File: src/sv/fwh_pkg.sv
// Shared types and constants for the fixed-width histogram core.
package fwh_pkg;

	localparam int SAMPLE_W = 32;
	localparam int IW_W     = 32;
	localparam int KIND_W   = 2;
	localparam int SEL_W    = 8;
	localparam int IDX_W    = 8;
	localparam int PCT_W    = 15;

	localparam logic [IW_W-1:0]  IW_RESET      = 32'h0001_0000;
	localparam logic [PCT_W-1:0] PCT_FULL      = 15'd25600;
	localparam logic [3:0]       PCT_LAST_STEP = 4'(PCT_W - 1);

	localparam logic REQ_ADD  = 1'b0;
	localparam logic REQ_READ = 1'b1;

	localparam logic [KIND_W-1:0] KIND_FINITE = 2'd0;
	localparam logic [KIND_W-1:0] KIND_BREAK  = 2'd1;
	localparam logic [KIND_W-1:0] KIND_INF    = 2'd2;

	typedef struct packed {
		logic rd_en;
		logic cnt_we;
		logic mark_we;
	} store_ctl_t;

endpackage

File: src/sv/fwh_pct_div.sv
// Two-lane iterative divider for Q7.8 percentages, one quotient bit per cycle.
module fwh_pct_div #(
	parameter int COUNT_BITS = 24
) (
	input  logic                       clk,
	input  logic                       arst_n,
	input  logic                       start,
	input  logic [COUNT_BITS-1:0]      num_a,
	input  logic [COUNT_BITS-1:0]      num_b,
	input  logic [COUNT_BITS-1:0]      den,
	output logic                       done,
	output logic [fwh_pkg::PCT_W-1:0]  pct_a,
	output logic [fwh_pkg::PCT_W-1:0]  pct_b
);

	localparam int PW = fwh_pkg::PCT_W;
	localparam int DW = COUNT_BITS + PW;

	typedef enum logic [2:0] {
		DV_IDLE  = 3'b001,
		DV_SCALE = 3'b010,
		DV_STEP  = 3'b100
	} dv_state_t;

	dv_state_t             state_q;
	logic [3:0]            step_q;
	logic                  done_q;

	logic [COUNT_BITS-1:0] num_q  [2];
	logic [COUNT_BITS-1:0] den_q;
	logic [COUNT_BITS-1:0] rem_q  [2];
	logic [PW-1:0]         lo_q   [2];
	logic [PW-1:0]         quot_q [2];
	logic                  full_q [2];
	logic                  zero_q;

	logic [DW-1:0]         scaled   [2];
	logic [COUNT_BITS:0]   rem_sh   [2];
	logic [COUNT_BITS:0]   rem_diff [2];
	logic                  fits     [2];

	always_comb begin
		for (int i = 0; i < 2; i++) begin
			scaled[i]   = DW'(num_q[i]) * DW'(fwh_pkg::PCT_FULL);
			rem_sh[i]   = {rem_q[i], lo_q[i][PW-1]};
			rem_diff[i] = rem_sh[i] - {1'b0, den_q};
			fits[i]     = rem_sh[i] >= {1'b0, den_q};
		end
	end

	always_ff @(posedge clk or negedge arst_n) begin
		if (!arst_n) begin
			state_q <= DV_IDLE;
			step_q  <= '0;
			done_q  <= 1'b0;
		end else begin
			unique case (state_q)
				DV_IDLE: begin
					if (start) begin
						state_q <= DV_SCALE;
						done_q  <= 1'b0;
					end
				end
				DV_SCALE: begin
					state_q <= DV_STEP;
					step_q  <= '0;
				end
				DV_STEP: begin
					step_q <= step_q + 4'd1;
					if (step_q == fwh_pkg::PCT_LAST_STEP) begin
						state_q <= DV_IDLE;
						done_q  <= 1'b1;
					end
				end
				default: state_q <= DV_IDLE;
			endcase
		end
	end

	always_ff @(posedge clk) begin
		if (state_q == DV_IDLE && start) begin
			num_q[0] <= num_a;
			num_q[1] <= num_b;
			den_q    <= den;
		end
		if (state_q == DV_SCALE) begin
			zero_q <= den_q == '0;
			for (int i = 0; i < 2; i++) begin
				// num < den keeps the quotient below 2^PW, so start at bit PW-1
				rem_q[i]  <= scaled[i][DW-1:PW];
				lo_q[i]   <= scaled[i][PW-1:0];
				quot_q[i] <= '0;
				full_q[i] <= num_q[i] >= den_q;
			end
		end
		if (state_q == DV_STEP) begin
			for (int i = 0; i < 2; i++) begin
				lo_q[i]   <= {lo_q[i][PW-2:0], 1'b0};
				quot_q[i] <= {quot_q[i][PW-2:0], fits[i]};
				rem_q[i]  <= fits[i] ? rem_diff[i][COUNT_BITS-1:0]
				                     : rem_sh[i][COUNT_BITS-1:0];
			end
		end
	end

	assign done  = done_q;
	assign pct_a = zero_q ? '0 : (full_q[0] ? fwh_pkg::PCT_FULL : quot_q[0]);
	assign pct_b = zero_q ? '0 : (full_q[1] ? fwh_pkg::PCT_FULL : quot_q[1]);

endmodule

File: config.mk
export PLATFORM = sky130hd
export DESIGN_NAME = fwh_pct_div
export DESIGN_NICKNAME = d
export VERILOG_FILES = /design/src/sv/fwh_pkg.sv /design/src/sv/fwh_pct_div.sv
export SDC_FILE = /design/constraint.sdc
export NUM_CORES = 1
export LEC_CHECK = 0
export ABC_CLOCK_PERIOD_IN_PS = 12600
export BUFFER_PORTS_ARGS = -buffer_cell sky130_fd_sc_hd__clkbuf_2
export CORE_ASPECT_RATIO = 1.75
export CORE_MARGIN = 2
export CORE_UTILIZATION = 29
export DETAILED_ROUTE_END_ITERATION = 7
export PLACE_DENSITY = 0.55
export SYNTH_ARGS = -nofsm -noshare
export SYNTH_HDL_FRONTEND = slang
export SYNTH_SLANG_ARGS = --single-unit
File: constraint.sdc
create_clock -name clk -period 12.6 [get_ports clk]
set_input_delay 1.26 -clock clk [delete_from_list [all_inputs] [get_ports clk]]
set_output_delay 1.26 -clock clk [all_outputs]
set_load 0.01 [all_outputs]
# After elaboration in Yosys (flattened, before gate mapping)
# Memory sizes are Yosys's and may differ from the RTL's.
# Index checks and enable logic that the tools add are counted.
[totals]
ff_bits = 33
ram_bits = 156
out_inout_bits = 31
elab_cells = 62
mem_count = 5
[mem_list]
columns = ["name", "words", "word_bits", "rd", "rd_ports_with_merged_regs", "wr", "line_no", "rtl"]
rows = [
  ["num_q", 2, 24, 2, 0, 2, "fwh_pct_div.sv:29", "logic [COUNT_BITS-1:0] num_q [2];"],
  ["rem_q", 2, 24, 2, 0, 2, "fwh_pct_div.sv:31", "logic [COUNT_BITS-1:0] rem_q [2];"],
  ["quot_q", 2, 15, 2, 0, 2, "fwh_pct_div.sv:33", "logic [PW-1:0] quot_q [2];"],
  ["lo_q", 2, 14, 2, 0, 2, "fwh_pct_div.sv:32", "logic [PW-1:0] lo_q [2];"],
  ["full_q", 2, 1, 2, 0, 2, "fwh_pct_div.sv:34", "logic full_q [2];"],
]
[op_classes]
n_addsub = 3
n_mul = 2
order_cmp = 4
n_eq_ne = 6
muxes = 25
bitwise_logic = 6
n_reduce_logical = 6
[op_table]
columns = ["operator", "n"]
rows = [
  ["24-bit two-way mux", 4],
  ["15-bit two-way mux", 6],
  ["24-bit by 5-bit multiplier with 29-bit output (second input constant)", 2],
  ["25-bit by 24-bit >= comparator with 1-bit output", 2],
  ["24-bit >= comparator", 2],
  ["24-bit subtractor", 2],
  ["14-bit two-way mux", 2],
  ["24-bit logical NOT", 1],
  ["3-bit one-hot mux with 3 select lines", 1],
  ["1-bit two-way mux", 8],
  ["4-bit one-hot mux with 2 select lines", 1],
  ["3-bit two-way mux", 2],
  ["1-bit bitwise OR", 6],
  ["4-bit by 1-bit adder with 4-bit output (second input constant)", 1],
  ["4-bit equality test (second input constant)", 1],
  ["2-bit inequality test (second input constant)", 2],
  ["2-bit nonzero test", 2],
  ["3-bit by 1-bit equality test with 1-bit output (second input constant)", 1],
  ["3-bit by 2-bit equality test with 1-bit output (second input constant)", 1],
  ["3-bit equality test (second input constant)", 1],
  ["3-bit AND reduction", 1],
  ["1-bit one-hot mux with 2 select lines", 1],
  ["2-bit AND reduction", 1],
  ["1-bit logical AND", 1],
]

# Logic depth before layout (Yosys ltp)
[depth]
word_depth = 4
mapped_depth = 16
depth_no_buf = 15

# Worst setup path before layout
# Ideal clock, no wire load.
[synth_path]
kind = "in2reg"
start = "input port start"
end = "register den_q[0] (enable)"
setup_time_ns = 0.503
arrival_ns = 4.404
required_time_ns = 12.097
path_slack_ns = 7.693
path_stages = 2
n_path_buf = 0
path_cell_list = "nand3b_1 > nor2_1"
[synth_between]
elab_chain_cells = 1
[synth_rtl]
columns = ["element", "line_no", "rtl"]
rows = [
  ["start: declaration", "fwh_pct_div.sv:7", "input logic start,"],
  ["1-bit logical AND", "fwh_pct_div.sv:81", "if (state_q == DV_IDLE && start) begin"],
  ["end signal: assignment", "fwh_pct_div.sv:84", "den_q <= den;"],
  ["end: declaration", "fwh_pct_div.sv:30", "logic [COUNT_BITS-1:0] den_q;"],
]
# Every way passes these cells.
# A chain may end at the register's enable or synchronous reset.

==> impl_results.md <==
* Status: finished clean
* Distinct cell type count after synthesis at 78
* Maximum clock insertion buffer count at 2
* Critical path's largest stage delay at 0.49 ns
* Minimum clock period at 4.27 ns
* Global placer's final weighted congestion at 0.862
* Worst path most repeated cell: ha_1
* Post-Route WL at 39.7 mm
* # diodes at 0
* Post-CTS setup buffer count at 0
* RSZ-0062 raised after global routing: false
* Synth Area in Simple Gates at 12.6%
* DIE AREA at 0.0546 mm2
* LEAKAGE at 8.08 nW
* XOR/XNOR Fraction of Synth Area at 4.24%
* Asr flop ratio synth at 4.68%
* DR pass1 iterations at 5
* Initial core utilization at 29.2%
* Yosys reg bits at 171
* Initial antenna violation count at 0
* Core area at 0.0522 mm2
* ANT nets after route at 0
* Hold Fails Final Rpt at 0
* Standard-cell rows at 111
* Grt total ovfl at 0
* Vias in the first global route at 12270
* Period utilization at 33.9%
* CTS buffer count at 17
* Achievable Freq at 0.234 GHz
* Share of layout cells above drive strength 1 at 10.2%
* Clock skew at 0.0150 ns
* Critical path, cell by cell: ha_1 -> ha_1 -> inv_1 -> fa_1 -> inv_1 -> ha_1 -> nand3_1 -> o22ai_1 -> o2111ai_1 -> o22ai_1 -> a311oi_2 -> o31ai_2 -> a21oi_2 -> xor2_1 -> mux2i_1
* # port buffers at 105
* CTS clk-pin slew, worst paths at 0.08 ns
* Fin util at 32.8%
* Die Wd at 177 um
* Critical path type: reg2reg
* Max cap viols at 0
* CP max FO at 5
* Final nets at 2040
* Synth-to-Final Area Change at 12.3%
* Wire per inst at 16.8 um
* Via-to-Cell Ratio at 4.91
* Post-synth EDFFs at 163
* Synthesized Nets at 1950
* H-Tree Level Count at 4
* Synthesized-area fraction occupied by adder cells at 25.7%
* Slew Viols, Final at 0
* Complex-gate fraction of the synthesized area at 16.2%
* Dpl hpwl at 31.7 mm
* DRC viols at 0
* Max VDD drop at 118 uV
* Max_slew headroom at 33.5%
* Pwr dens at 294 mW/mm2
* Clk root buf: clkbuf_16
* Worst-Margin Slew at 0.997 ns
* Critical path's slowest cell: fa_1
* Final setup vio count at 0
* Largest net degree at the start of global routing at 84
* Clk Latency, worst-skew pair at 0.47 ns
* Die height at 308 um
* Worst EP required at 12.80 ns
* YS warnings at 0
* Largest family of logic cells by synthesized area: adder cells
* Vias post-DR at 11623
* CP startpoint kind: flip-flop
* Cell Area, Synth at 0.0153 mm2
* Total GRT Usage at 14.9%
* Global-route wire length before repair at 62.7 mm
* Syn Inst Count at 1585
* Prevailing post-synth register cell: edfxtp_1
* Initial DRC Count at 527
* Total Neg Setup Slack at 0 ns
* IO Pins at 106
* Setup crit end kind: flip-flop
* Hold Crit Class: reg2reg
* Multiplexer area fraction after synthesis at 1.26%
* Clock Sinks at 171
* Sequential-to-total area share from yosys stat at 33.4%
* Crit path DAT at 4.47 ns
* Cts hold-fix bufs at 0
* CTS tree: yes
* # resized after CTS at 0
* Average size of a mapped cell at 9.64 um2
## cell usage after synthesis (all sizes together) (21+ instances only)
cell type	instances	share of area [%]
nand3	24	0.79
ha	250	20
edfxtp	163	32
nor3	27	0.88
a21oi	126	4.2
a211oi	23	1.1
fa	40	5.2
nor2b	21	0.91
and2	29	1.2
o21ai	88	2.9
clkbuf	30	0.74
inv	219	5.4
nor2	95	2.3
and3	41	1.7
a21o	54	2.7
xnor2	33	1.9
xor2	41	2.4
nand2	87	2.1
## logic make-up after synthesis
group / count (synthesis)
fa+ha+maj: 290
xor+xnor: 74
buf+inv: 260
simple gates: 385
flops: 171
mux: 19
compound gates: 386
## registers in the layout, summed over array words and instances, names as in the netlist
name,count
num_q,48
rem_q,48
quot_q,30
den_q,24
lo_q,10
step_q,4
state_q,3
full_q,2
done,1
zero_q,1
## cell type report
type / instances / area, um2
Clock buffer: 17 / 425
Multi-Input combinational cell: 1154 / 9190
Timing Repair Buffer: 112 / 578
Inverter: 219 / 823
Tap cell: 678 / 848
Fill cell: 5507 / 35100
Clock inverter: 15 / 190
Sequential cell: 171 / 5100
## placed cells by master (no fill, tap or decap), drive strengths merged, types with 54 or more instances in the layout
cell type | Yosys | layout
ha | 250 | 250
inv | 219 | 227
edfxtp | 163 | 163
a21oi | 126 | 126
clkbuf | 30 | 122
nor2 | 95 | 95
o21ai | 88 | 88
nand2 | 87 | 87
a21o | 54 | 54
## worst max-delay path: cells and delay by family (launching register included)
kind | cells | cell delay [ns]
AND/OR/NAND/NOR | 1 | 0.12
XOR/XNOR | 1 | 0.12
adder cells (fa/ha/maj) | 4 | 1.45
multiplexers | 1 | 0.07
AO/OA/AOI/OAI | 6 | 1.68
buffers and inverters | 2 | 0.09
flip-flops | 1 | 0.46
## through the flow
step	hold slack, ns	setup WS (ns)	area (um2)	cells	total power, mW
finish	0.513	8.33	17200	2366	5.04
detailed placement	0.491	8.33	16500	2334	4.48
CTS	0.513	8.32	17200	2366	5.08
global route	0.544	8.08	17200	2366	5.57
global placement	0.489	8.39	16500	2334	4.43
floorplan	0.471	7.69	15300	1585	3.74
## metal layers
layer / GRT usage, % / up-vias / part of all wire, %
met5: 0 / - / 0
met4: 7.83 / 0 / 4.6
met3: 1.86 / 57 / 2.0
met2: 28.6 / 158 / 55
met1: 15.3 / 5589 / 38
li1: - / 5819 / -
## path summary, 6_finish.rpt
check / start / end / slack (ns) / depth (start not counted)
max in group asynchronous: arst_n / state_q[0]$_DFFE_PN1P_ / 11.72 / 1
max: num_q[0][27]$_DFFE_PP_ / rem_q[0][46]$_DFFE_PP_ / 8.33 / 15
min reg2reg: lo_q[0][10]$_DFFE_PP_ / lo_q[0][11]$_DFFE_PP_ / 0.51 / 2
max reg2reg: num_q[0][27]$_DFFE_PP_ / rem_q[0][46]$_DFFE_PP_ / 8.33 / 15
min: lo_q[0][10]$_DFFE_PP_ / lo_q[0][11]$_DFFE_PP_ / 0.51 / 2
min in group asynchronous: arst_n / step_q[0]$_DFFE_PN0P_ / 0.62 / 1
## power by group
part | total [mW] | switching [mW] | internal [mW]
logic | 3.40 | 1.96 | 1.44
clock network | 0.563 | 0.275 | 0.288
registers | 1.08 | 0.132 | 0.947
Power figures use the tool's default switching activity.
